File: src/phc_pkg.sv
// ----------------------------------------------------------------------------
// phc_pkg: shared types and constants of the heading PID controller
// Widths of the datapath, register indexes and the divider handshake structs.
// ----------------------------------------------------------------------------
package phc_pkg;

	localparam int ErrW     = 17;
	localparam int DiffW    = 18;
	localparam int IntW     = 40;
	localparam int MulAW    = 18;
	localparam int MulBW    = 21;
	localparam int ProdW    = MulAW + MulBW;
	localparam int DivMagW  = 33;
	localparam int DivDenW  = 16;
	localparam int DivNumW  = DivMagW + 16;
	localparam int DivCntW  = $clog2(DivNumW);
	localparam int CfgIdxW  = 3;
	localparam int CfgDataW = 32;

	localparam logic [CfgIdxW-1:0] CFG_KP   = 3'd0;
	localparam logic [CfgIdxW-1:0] CFG_KI   = 3'd1;
	localparam logic [CfgIdxW-1:0] CFG_KD   = 3'd2;
	localparam logic [CfgIdxW-1:0] CFG_TICK = 3'd3;
	localparam logic [CfgIdxW-1:0] CFG_IUP  = 3'd4;
	localparam logic [CfgIdxW-1:0] CFG_ILO  = 3'd5;
	localparam logic [CfgIdxW-1:0] CFG_DB   = 3'd6;

	typedef struct packed {
		logic               start;
		logic [DivMagW-1:0] mag;
		logic [DivDenW-1:0] divisor;
	} div_req_t;

	typedef struct packed {
		logic               done;
		logic [DivNumW-1:0] quotient;
	} div_rsp_t;

endpackage

File: src/phc_mul.sv
// ----------------------------------------------------------------------------
// phc_mul: shared signed multiplier
// One signed product per cycle, registered at the output.
// ----------------------------------------------------------------------------
module phc_mul (
	input  logic                                clk,
	input  logic signed [phc_pkg::MulAW-1:0]    a,
	input  logic signed [phc_pkg::MulBW-1:0]    b,
	output logic signed [phc_pkg::ProdW-1:0]    prod
);
	import phc_pkg::*;

	logic signed [ProdW-1:0] prod_q;

	always_ff @(posedge clk) begin
		prod_q <= ProdW'(a) * ProdW'(b);
	end

	assign prod = prod_q;

endmodule

File: src/phc_div.sv
// ----------------------------------------------------------------------------
// phc_div: restoring divider, one quotient bit per cycle
// Divides a magnitude scaled by 2^16 by an unsigned 16-bit divisor.
// ----------------------------------------------------------------------------
module phc_div (
	input  logic              clk,
	input  logic              arst_n,
	input  phc_pkg::div_req_t req,
	output phc_pkg::div_rsp_t rsp
);
	import phc_pkg::*;

	logic [DivDenW-1:0] rem_q;
	logic [DivDenW-1:0] divisor_q;
	logic [DivNumW-1:0] dq_q;
	logic [DivCntW-1:0] cnt_q;
	logic               busy_q;
	logic [DivDenW+1:0] trial;
	logic               take;
	logic               last;

	assign trial = {1'b0, rem_q, dq_q[DivNumW-1]} - {2'b00, divisor_q};
	assign take  = !trial[DivDenW+1];
	assign last  = (cnt_q == DivCntW'(DivNumW - 1));

	always_ff @(posedge clk or negedge arst_n) begin
		if (!arst_n) begin
			busy_q <= 1'b0;
			cnt_q  <= '0;
		end else if (req.start) begin
			busy_q <= 1'b1;
			cnt_q  <= '0;
		end else if (busy_q) begin
			cnt_q <= cnt_q + 1'b1;
			if (last) begin
				busy_q <= 1'b0;
			end
		end
	end

	always_ff @(posedge clk) begin
		if (req.start) begin
			dq_q      <= {req.mag, 16'h0000};
			rem_q     <= '0;
			divisor_q <= req.divisor;
		end else if (busy_q) begin
			rem_q <= take ? trial[DivDenW-1:0] : {rem_q[DivDenW-2:0], dq_q[DivNumW-1]};
			dq_q  <= {dq_q[DivNumW-2:0], take};
		end
	end

	assign rsp.done     = busy_q && last;
	assign rsp.quotient = dq_q;

endmodule

File: src/pid_heading_controller_unit.sv
// ----------------------------------------------------------------------------
// pid_heading_controller_unit: heading PID controller with a dead band
// A sequencer drives one shared multiplier and a bit-serial divider.
// ----------------------------------------------------------------------------
// Each beat passes the steps MP, MT, MI, ML, MH, MD, MR, MC, DIV and SUM in turn.
// A new beat is taken only in idle, once the last one has left the sequencer; the 49-step derivative divider dominates.
// The input side accepts a new beat while an earlier result still waits.
// Reset is asynchronous: the configuration, state and output registers return to
// their defaults and both the previous error and the integral are cleared.
module pid_heading_controller_unit (
	input  logic                            clk,
	input  logic                            arst_n,
	input  logic                            s_tvalid,
	output logic                            s_tready,
	input  logic [31:0]                     s_tdata,   // heading_target, heading_measured
	output logic                            m_tvalid,
	input  logic                            m_tready,
	output logic [31:0]                     m_tdata,   // drive
	output logic [0:0]                      m_tuser,   // error_zeroed
	input  logic                            cfg_we,
	input  logic [phc_pkg::CfgIdxW-1:0]     cfg_index,
	input  logic [phc_pkg::CfgDataW-1:0]    cfg_data
);
	import phc_pkg::*;

	typedef enum logic [3:0] {
		S_IDLE, S_MP, S_MT, S_MI, S_ML, S_MH, S_MD, S_MR, S_MC, S_DIV, S_SUM
	} state_t;

	state_t state_q;

	logic signed [15:0] kp_q, ki_q, kd_q;
	logic        [15:0] tick_q;
	logic signed [31:0] iup_q, ilo_q;
	logic        [14:0] db_q;

	logic signed [ErrW-1:0]  err_q, prev_q;
	logic                    zeroed_q;
	logic signed [IntW-1:0]  integ_q;
	logic signed [32:0]      p_q;
	logic signed [55:0]      acc_q;
	logic signed [IntW-1:0]  iraw_q;
	logic signed [31:0]      i_q;
	logic                    neg_q;
	logic        [31:0]      drive_q;
	logic                    zero_out_q;
	logic                    m_tvalid_q;

	logic signed [MulAW-1:0] mul_a;
	logic signed [MulBW-1:0] mul_b;
	logic signed [ProdW-1:0] prod;
	div_req_t                div_req;
	div_rsp_t                div_rsp;

	logic                    accept;
	logic signed [ErrW-1:0]  err_w;
	logic        [ErrW-1:0]  mag_w;
	logic                    zero_w;
	logic signed [DiffW-1:0] diff_w;
	logic signed [IntW:0]    integ_sum;
	logic signed [IntW-1:0]  integ_sat;
	logic signed [55:0]      rnd_w;
	logic signed [ProdW-1:0] prod_abs;
	logic signed [49:0]      d_w;
	logic signed [50:0]      sum_w;
	logic        [31:0]      sum_sat;
	logic                    out_free;

	assign s_tready = (state_q == S_IDLE);
	assign accept   = s_tvalid && s_tready;
	assign out_free = !m_tvalid_q || m_tready;

	assign err_w  = ErrW'($signed(s_tdata[15:0])) - ErrW'($signed(s_tdata[31:16]));
	assign mag_w  = err_w[ErrW-1] ? ErrW'(-err_w) : ErrW'(err_w);
	assign zero_w = (mag_w <= {2'b00, db_q});
	assign diff_w = DiffW'(err_q) - DiffW'(prev_q);

	assign integ_sum = (IntW+1)'(integ_q) + (IntW+1)'($signed(prod[32:0]));
	always_comb begin
		if (integ_sum[IntW] != integ_sum[IntW-1]) begin
			integ_sat = integ_sum[IntW] ? {1'b1, {(IntW-1){1'b0}}} : {1'b0, {(IntW-1){1'b1}}};
		end else begin
			integ_sat = integ_sum[IntW-1:0];
		end
	end

	assign rnd_w    = acc_q + 56'sd32768;
	assign prod_abs = prod[ProdW-1] ? -prod : prod;

	assign d_w   = neg_q ? -$signed({1'b0, div_rsp.quotient}) : $signed({1'b0, div_rsp.quotient});
	assign sum_w = 51'(p_q) + 51'(i_q) + 51'(d_w);
	always_comb begin
		if (sum_w > 51'sd2147483647) begin
			sum_sat = 32'h7FFF_FFFF;
		end else if (sum_w < -51'sd2147483648) begin
			sum_sat = 32'h8000_0000;
		end else begin
			sum_sat = sum_w[31:0];
		end
	end

	always_comb begin
		case (state_q)
			S_MP: begin
				mul_a = MulAW'(kp_q);
				mul_b = MulBW'(err_q);
			end
			S_MT: begin
				mul_a = MulAW'(err_q);
				mul_b = $signed({5'b00000, tick_q});
			end
			S_ML: begin
				mul_a = MulAW'(ki_q);
				mul_b = $signed({1'b0, integ_q[19:0]});
			end
			S_MH: begin
				mul_a = MulAW'(ki_q);
				mul_b = MulBW'($signed(integ_q[39:20]));
			end
			S_MD: begin
				mul_a = MulAW'(kd_q);
				mul_b = MulBW'(diff_w);
			end
			default: begin
				mul_a = '0;
				mul_b = '0;
			end
		endcase
	end

	assign div_req.start   = (state_q == S_MR);
	assign div_req.mag     = prod_abs[DivMagW-1:0];
	assign div_req.divisor = (tick_q == 16'h0000) ? 16'h0001 : tick_q;

	phc_mul u_mul (
		.clk  (clk),
		.a    (mul_a),
		.b    (mul_b),
		.prod (prod)
	);

	phc_div u_div (
		.clk    (clk),
		.arst_n (arst_n),
		.req    (div_req),
		.rsp    (div_rsp)
	);

	always_ff @(posedge clk or negedge arst_n) begin
		if (!arst_n) begin
			kp_q   <= '0;
			ki_q   <= '0;
			kd_q   <= '0;
			tick_q <= 16'd655;
			iup_q  <= 32'sh7FFF_FFFF;
			ilo_q  <= 32'sh8000_0000;
			db_q   <= 15'd320;
		end else if (cfg_we) begin
			case (cfg_index)
				CFG_KP:   kp_q   <= cfg_data[15:0];
				CFG_KI:   ki_q   <= cfg_data[15:0];
				CFG_KD:   kd_q   <= cfg_data[15:0];
				CFG_TICK: tick_q <= cfg_data[15:0];
				CFG_IUP:  iup_q  <= cfg_data;
				CFG_ILO:  ilo_q  <= cfg_data;
				CFG_DB:   db_q   <= cfg_data[14:0];
				default: ;
			endcase
		end
	end

	always_ff @(posedge clk or negedge arst_n) begin
		if (!arst_n) begin
			prev_q  <= '0;
			integ_q <= '0;
		end else begin
			if (state_q == S_MI) begin
				integ_q <= integ_sat;
			end
			if (state_q == S_MD) begin
				prev_q <= err_q;
			end
		end
	end

	always_ff @(posedge clk) begin
		if (accept) begin
			err_q    <= zero_w ? '0 : err_w;
			zeroed_q <= zero_w;
		end
		if (state_q == S_MT) begin
			p_q <= prod[32:0];
		end
		if (state_q == S_MH) begin
			acc_q <= 56'(prod);
		end
		if (state_q == S_MD) begin
			acc_q <= acc_q + $signed({prod[35:0], 20'h00000});
		end
		if (state_q == S_MR) begin
			iraw_q <= rnd_w[55:16];
			neg_q  <= prod[ProdW-1];
		end
		if (state_q == S_MC) begin
			if (iraw_q > IntW'(iup_q)) begin
				i_q <= iup_q;
			end else if (iraw_q < IntW'(ilo_q)) begin
				i_q <= ilo_q;
			end else begin
				i_q <= iraw_q[31:0];
			end
		end
	end

	always_ff @(posedge clk or negedge arst_n) begin
		if (!arst_n) begin
			state_q    <= S_IDLE;
			m_tvalid_q <= 1'b0;
			drive_q    <= '0;
			zero_out_q <= 1'b0;
		end else begin
			if (state_q == S_SUM && out_free) begin
				m_tvalid_q <= 1'b1;
			end else if (m_tready) begin
				m_tvalid_q <= 1'b0;
			end
			case (state_q)
				S_IDLE: if (accept) state_q <= S_MP;
				S_MP:   state_q <= S_MT;
				S_MT:   state_q <= S_MI;
				S_MI:   state_q <= S_ML;
				S_ML:   state_q <= S_MH;
				S_MH:   state_q <= S_MD;
				S_MD:   state_q <= S_MR;
				S_MR:   state_q <= S_MC;
				S_MC:   state_q <= S_DIV;
				S_DIV:  if (div_rsp.done) state_q <= S_SUM;
				S_SUM: begin
					if (out_free) begin
						drive_q    <= sum_sat;
						zero_out_q <= zeroed_q;
						state_q    <= S_IDLE;
					end
				end
				default: state_q <= S_IDLE;
			endcase
		end
	end

	assign m_tvalid   = m_tvalid_q;
	assign m_tdata    = drive_q;
	assign m_tuser[0] = zero_out_q;

	a_one_item: assert property (@(posedge clk) disable iff (!arst_n)
		accept |=> !s_tready)
		else $error("input accepted while an item is in progress");

	a_done_in_div: assert property (@(posedge clk) disable iff (!arst_n)
		div_rsp.done |-> state_q == S_DIV)
		else $error("divider finished outside the divide step");

	a_prev_update: assert property (@(posedge clk) disable iff (!arst_n)
		state_q == S_MD |=> prev_q == $past(err_q))
		else $error("previous error not updated");

	a_sum_wait: assert property (@(posedge clk) disable iff (!arst_n)
		(state_q == S_SUM && m_tvalid && !m_tready) |=> (state_q == S_SUM && m_tvalid))
		else $error("result overwrote a pending beat");

endmodule
File: config.mk
export PLATFORM = sky130hd
export DESIGN_NAME = pid_heading_controller_unit
export DESIGN_NICKNAME = d
export VERILOG_FILES = /design/src/phc_pkg.sv /design/src/phc_mul.sv /design/src/phc_div.sv /design/src/pid_heading_controller_unit.sv
export SDC_FILE = /design/constraint.sdc
export NUM_CORES = 2
export LEC_CHECK = 0
export BUFFER_PORTS_ARGS = -buffer_cell sky130_fd_sc_hd__buf_2
export CORE_UTILIZATION = 65
export CTS_BUF_LIST = sky130_fd_sc_hd__clkbuf_16
export CTS_CLUSTER_DIAMETER = 80
export DETAILED_ROUTE_END_ITERATION = 10
export PLACE_DENSITY = 0.82
export SLEW_MARGIN = 40
export SYNTH_ARGS = -nofsm -noshare
export SYNTH_HDL_FRONTEND = slang
export SYNTH_HIERARCHICAL = 1
export SYNTH_SLANG_ARGS = --single-unit
export TNS_END_PERCENT = 100
File: constraint.sdc
create_clock -name clk -period 12.65 [get_ports clk]
set_clock_uncertainty 0.15 [all_clocks]
set_input_delay 2.53 -clock clk [delete_from_list [all_inputs] [get_ports clk]]
set_output_delay 2.53 -clock clk [all_outputs]
set_load 0.005 [all_outputs]
After elaboration in Yosys (flattened, before gate mapping)
Index checks and enable logic that the tools add are counted.

word-level totals
  output and inout port bits = 35
  bits in registers = 545
  bits of input ports = 72
  bits in read-only memories = 0
  bits in latches = 0
  logic and storage cells = 115
  RAM bits = 0
  memories kept = 0

operators by class
  $lt $le $gt $ge = 5
  bitwise gates (word level) = 0
  reduce and logical (&&, ||, !) cells = 22
  div/mod/pow operators = 0
  eq/ne operators = 21
  shifts and indexed selects = 0
  multiply operators = 1
  $add $sub $neg = 12
  mux-type cells = 27

operator list
  kind                                                             number
  2-to-1 mux 32 bit                                                4
  2-to-1 mux 56 bit                                                2
  one-hot mux 21 bit (5 select lines)                              1
  2-to-1 mux 49 bit                                                2
  2-to-1 mux 40 bit                                                2
  one-hot mux 18 bit (4 select lines)                              1
  adder 56 x 17 -> 56 bit, second input constant                   1
  adder 56 bit                                                     1
  adder 34 x 50 -> 51 bit                                          1
  greater-than comparator 51 x 32 -> 1 bit, second input constant  1
  less-than comparator 51 x 32 -> 1 bit, second input constant     1
  2-to-1 mux 50 bit                                                1
  negation 49 -> 50 bit                                            1
  one-hot mux 4 bit (11 select lines)                              1
  adder 40 x 33 -> 41 bit                                          1
  greater-than comparator 40 x 32 -> 1 bit                         1
  less-than comparator 40 x 32 -> 1 bit                            1
  multiplier 18 x 21 -> 39 bit                                     1
  adder 33 x 32 -> 34 bit                                          1
  2-to-1 mux 33 bit                                                1
  negation 33 bit                                                  1
  subtractor 17 x 16 -> 18 bit                                     1
  subtractor 17 x 17 -> 18 bit                                     1
  less-or-equal comparator 17 x 15 -> 1 bit                        1
  other kinds (29)                                                 58

Depth between registers and ports, before layout
  word-level depth = 6
  mapped depth = 39
  gate-level depth less buffers = 37

By module
Netlist, hierarchy kept.

by module, submodules not included
  module                       area an instance (um^2)  instances  cells an instance
  pid_heading_controller_unit  30,143.9                 1          3,159
  phc_mul                      14,762.9                 1          1,629
  phc_div                      4,297.9                  1          397

Worst setup path after synthesis
No wires, ideal clock.

  path type = register to register
  start point = register state_q[0]
  end point = register u_mul.prod_q[37] (netlist: u_mul/prod[37])
  data required time = 12.378 ns
  stages on the path, launching flop included = 29
  slack = 4.065 ns
  arrival time = 8.312 ns
  library setup time = 0.122 ns
  period minus slack after synthesis = 8.585 ns
  path buffers = 3
  cells stage by stage = dfrtp_1 > clkbuf_1 > nand2b_1 > nor3_1 > clkbuf_1 > a22oi_1 > nand2_1 > clkbuf_1 > nand2_1 > fa_1 > inv_1 > fa_1 > inv_1 > fa_1 > inv_1 > fa_1 > fa_1 > inv_1 > fa_1 > inv_1 > ha_1 > nand4_1 > a211oi_1 > nand3_1 > a21oi_2 > o21ai_2 > a21oi_2 > nor4_1 > a311o_1

on the way
  longest elaborated chain between the ends = 4
  elaborated cells between the ends (all ways) = 9
  those cells by class = mul (1); eq/ne (5); mux (2); reduce/logical (1)

ends and longest elaborated chain
  what                                     line                                text
  start, declared                          pid_heading_controller_unit.sv:30   state_t state_q;
  start signal, assigned                   pid_heading_controller_unit.sv:217  state_q <= S_IDLE;
  start signal, assigned                   pid_heading_controller_unit.sv:228  S_IDLE: if (accept) state_q <= S_MP;
  start signal, assigned                   pid_heading_controller_unit.sv:229  S_MP: state_q <= S_MT;
  equality test 4 x 3 -> 1 bit             pid_heading_controller_unit.sv:103  case (state_q)
  OR reduction 2 bit (no line)             n/a
  one-hot mux 18 bit (4 select lines) (*)  pid_heading_controller_unit.sv:103
  named net mul_a[6]                       pid_heading_controller_unit.sv:49   logic signed [MulAW-1:0] mul_a;
  multiplier 18 x 21 -> 39 bit (*)         phc_mul.sv:16                       prod_q <= ProdW'(a) * ProdW'(b);
  end signal, assigned                     phc_mul.sv:16
  end, declared                            phc_mul.sv:13                       logic signed [ProdW-1:0] prod_q;

The timed path passes the listed nets; every way through them passes the cells marked *.
A chain may end at the register's enable or synchronous reset.

Final worst setup path
  start point = register err_q[1]
  end point = register u_mul.prod_q[37] (netlist: u_mul/prod[37])

on the way
  longest elaborated chain between the ends = 3
  elaborated cells between the ends (all ways) = 4
  those cells by class = add/sub (1); mul (1); mux (2)

ends and longest elaborated chain
  what                                 line                                text
  start, declared                      pid_heading_controller_unit.sv:37   logic signed [ErrW-1:0] err_q, prev_q;
  start signal, assigned               pid_heading_controller_unit.sv:188  err_q <= zero_w ? '0 : err_w;
  subtractor 17 x 17 -> 18 bit         pid_heading_controller_unit.sv:76   assign diff_w = DiffW'(err_q) - DiffW'(prev_q);
  one-hot mux 21 bit (5 select lines)  pid_heading_controller_unit.sv:103
  named net mul_b[20]                  pid_heading_controller_unit.sv:50   logic signed [MulBW-1:0] mul_b;
  multiplier 18 x 21 -> 39 bit         phc_mul.sv:16

The timed path passes the listed nets, and every way through them passes these cells.

==> impl_metrics.py <==
metrics = {
    "outcome": {
        "outcome": "finished, final reports clean",
    },
    "min_path": {
        "hp-class": "flop to flop",
        "worstHoldStart": "m_tdata[3]",
        "min_to": "m_tdata[3]",
        "holdPathStages": 1,
    },
    "setup_path": {
        "start_kind": "flop",
        "cp.arrival_ns": 11.00,
        "worst-r2r-cell-count": 35,
        "r2r_setup_slack_ns": 1.99,
        "r2r_start": "err_q[1]",
        "crit_type": "flop to flop",
        "path_common_cell": "inv_1",
        "crit_required_ns": 12.99,
        "slowest_delay_ns": 0.75,
        "crit_path_end_kind": "flop",
        "worstReg2RegEnd": "u_mul/prod[37]",
        "cp_max_fo": 18,
        "cp_slowest_cell": "fa_1",
        "cp-startpoint": "err_q[1]",
    },
    "sta": {
        "slew_headroom_pct": 44.32,
        "finalSetupViolations": 0,
        "max_freq_mhz": 93.82,
        "finalCriticalPeriod_ns": 10.66,
        "layout_worst_path_cycle_share_pct": 84.26,
        "grt_setup_unrepaired": "no",
        "finalMaxSlewViolations": 0,
        "final.setup.tns_ns": 0,
        "hold_viol_final": 0,
        "tightest_slew_ns": 0.8288,
    },
    "drt": {
        "drtIter0Drc": 3219,
        "wl_per_cell_um": 20.47,
        "drt-pass1-iter-count": 9,
        "via_per_inst": 6.130,
        "ant_nets": 0,
        "routed_wl_mm": 127.3,
        "vias": 38120,
        "drc": 0,
    },
    "logic_synthesis": {
        "syn-num-nets": 6062,
        "synth_edf_count": 214,
        "synth_flop_cell": "edfxtp_1",
        "ys_seq_area_share_pct": 28.51,
        "synth_area_leader_cell": "fa_1",
        "synth-simple-area-share_pct": 13.23,
        "synth_top_family_by_area": "adder cells",
        "ys_types": 103,
        "synth.area.mux_share_pct": 4.521,
        "avgSynthCellArea_sq_um": 9.490,
        "synth_cells": 5185,
        "synth_seq_cells": 530,
        "ys.warnings.count": 6,
        "syn-cell-area_sq_mm": 0.04920,
        "synth_compound_area_share_pct": 13.73,
        "synthArstFlopShare_pct": 46.23,
        "synth_top_cell_area_share_pct": 17.62,
        "synth_fa_ha_area_share_pct": 27.32,
        "yosys-top-cells-area": "fa_1 18%, edfxtp_1 13%, dfrtp_1 10%",
        "synth_xor_area_share_pct": 5.554,
    },
    "global_routing": {
        "grt_max_degree": 145,
        "track_usage_pct": 33.50,
        "grt_pass1_vias": 38360,
        "antenna_found_initial": 2,
        "grt_pass1_wl_mm": 204.2,
        "gr-total-overflow": 0,
    },
    "placement": {
        "portBuffers": 106,
        "gp_congestion": 0.9593,
        "dp_hpwl_mm": 95.42,
    },
    "cells_and_area": {
        "drive_gt1_share_pct": 9.716,
        "final_cell_mix": "718 x inv_1, 546 x nand2_1, 433 x fa_1, 372 x ha_1, 285 x o21ai_0",
        "area_growth_pct": 7.491,
        "finalNetCount": 6077,
        "layout_commonest_cell": "inv_1",
    },
    "cts": {
        "cts_sinks": 530,
        "clock_latency_ns": 0.65,
        "cts_buffers": 57,
        "cts_tree": "yes",
        "htree_num_levels": 2,
        "clock-root-buffer": "clkbuf_16",
        "hold_buffers": 0,
        "cts.clk_slew.worst_paths_ns": 0.06,
        "post_cts_buffers": 0,
        "cts_resized": 0,
        "clk_path_buf_depth": 3,
    },
    "die": {
        "io_pins": 107,
        "start_util_pct": 65.87,
        "core_sq_mm": 0.07470,
        "die_height_um": 277.1,
        "die_x_um": 277.1,
        "die_area_sq_mm": 0.07680,
        "core.rowCount": 100,
    },
    "flow_run": {
        "drv_cap": 0,
    },
}
==> per-layer routing <==
| layer | share of wire (%) | track usage [%] | up-vias | routed length [um] |
|---|---|---|---|---|
| li1 | - | - | 17580 | - |
| met1 | 40 | 42.75 | 18580 | 50670 |
| met2 | 47 | 55.77 | 1600 | 59920 |
| met3 | 8.3 | 5.982 | 357 | 10510 |
| met4 | 4.9 | 15.16 | 0 | 6240 |
| met5 | 0 | 0 | - | 0 |
==> cell type report <==
class                   instances  area (sq um)
diodes                          1         2.502
repair buffers                174          1140
flip-flops and latches        530         14030
clock buffers                  59          1476
multi-input cells            3727         31840
well taps                     969          1212
inverters                     710          2665
fillers                      5413         21810
clock inverters                49         520.5
==> stage by stage <==
step	std cells	hold slack [ns]	utilization, %	instance area [sq um]	setup WS [ns]
3_5_place_dp	6106	0.3319	68.00	50790	2.131
4_1_cts	6214	0.3469	70.67	52790	2.079
6_report	6219	0.3496	70.81	52890	1.991
2_1_floorplan	5185	0.3038	-	49200	4.065
3_3_place_gp	6102	0.3250	67.88	50710	2.448
5_1_grt	6218	0.3547	70.80	52890	1.257
==> cell usage after synthesis (29+ instances only) <==
| cell type | count |
|---|---|
| a21o_1 | 91 |
| a21oi_1 | 220 |
| a22o_1 | 35 |
| a22oi_1 | 35 |
| and2_1 | 150 |
| and3_1 | 37 |
| clkbuf_1 | 199 |
| dfrtp_1 | 205 |
| dfstp_2 | 40 |
| dfxtp_1 | 71 |
| edfxtp_1 | 214 |
| fa_1 | 433 |
| ha_1 | 372 |
| inv_1 | 709 |
| mux2_2 | 122 |
| mux2i_1 | 85 |
| nand2_1 | 547 |
| nand2b_1 | 46 |
| nand3_1 | 76 |
| nand4_1 | 56 |
| nor2_1 | 239 |
| nor2b_1 | 54 |
| nor3_1 | 45 |
| o211ai_1 | 29 |
| o21a_1 | 34 |
| o21ai_0 | 290 |
| o22a_1 | 31 |
| o31ai_1 | 33 |
| xnor2_1 | 210 |
| xor2_1 | 102 |
==> registers in the layout (all words and copies together), names as in the netlist, 4 cells and up <==
signal,flops
err_q,17
i_q,32
ilo_q,32
acc_q,41
kp_q,16
u_mul/prod,39
prev_q,17
p_q,33
tick_q,16
db_q,15
u_div/divisor_q,16
iup_q,32
kd_q,16
m_tdata,32
ki_q,16
u_div/dq_q,49
integ_q,40
u_div/cnt_q,6
u_div/rem_q,16
iraw_q,40
state_q,4
==> critical path, delay by kind of cell, from the launching register on <==
family / cells / cell delay, ns
adder cells (fa/ha/maj): 8 / 4.25
AO/OA/AOI/OAI: 14 / 3.37
AND/OR/NAND/NOR: 7 / 1.60
buffers and inverters: 6 / 0.65
flip-flops: 1 / 0.46
==> cells by family (layout without fill, tap and decap cells) <==
logic type | count (synthesis) | count (layout)
other | 0 | 1
AOI/OAI and AO/OA | 1031 | 1031
buffers and inverters | 928 | 992
and+or+nand+nor | 1360 | 1360
muxes | 207 | 207
adders and majority gates | 817 | 817
DFF | 530 | 530
xor gates and xnor gates | 312 | 312
==> how the worst max path moves through the flow <==
| stage | endpoint | slack [ns] | depth (start not counted) |
|---|---|---|---|
| after floorplan | u_mul/prod[37] | 4.07 | 28 |
| after global placement | u_mul/prod[37] | 2.45 | 35 |
| after detailed placement | u_mul/prod[37] | 2.13 | 35 |
| after CTS | u_mul/prod[37] | 2.08 | 35 |
| after global routing | u_mul/prod[37] | 1.26 | 35 |
| final | u_mul/prod[37] | 1.99 | 35 |
Power is left out: the tool's default activity adds up to more than one toggle a clock period on the data nets, which glitch-free logic cannot reach.
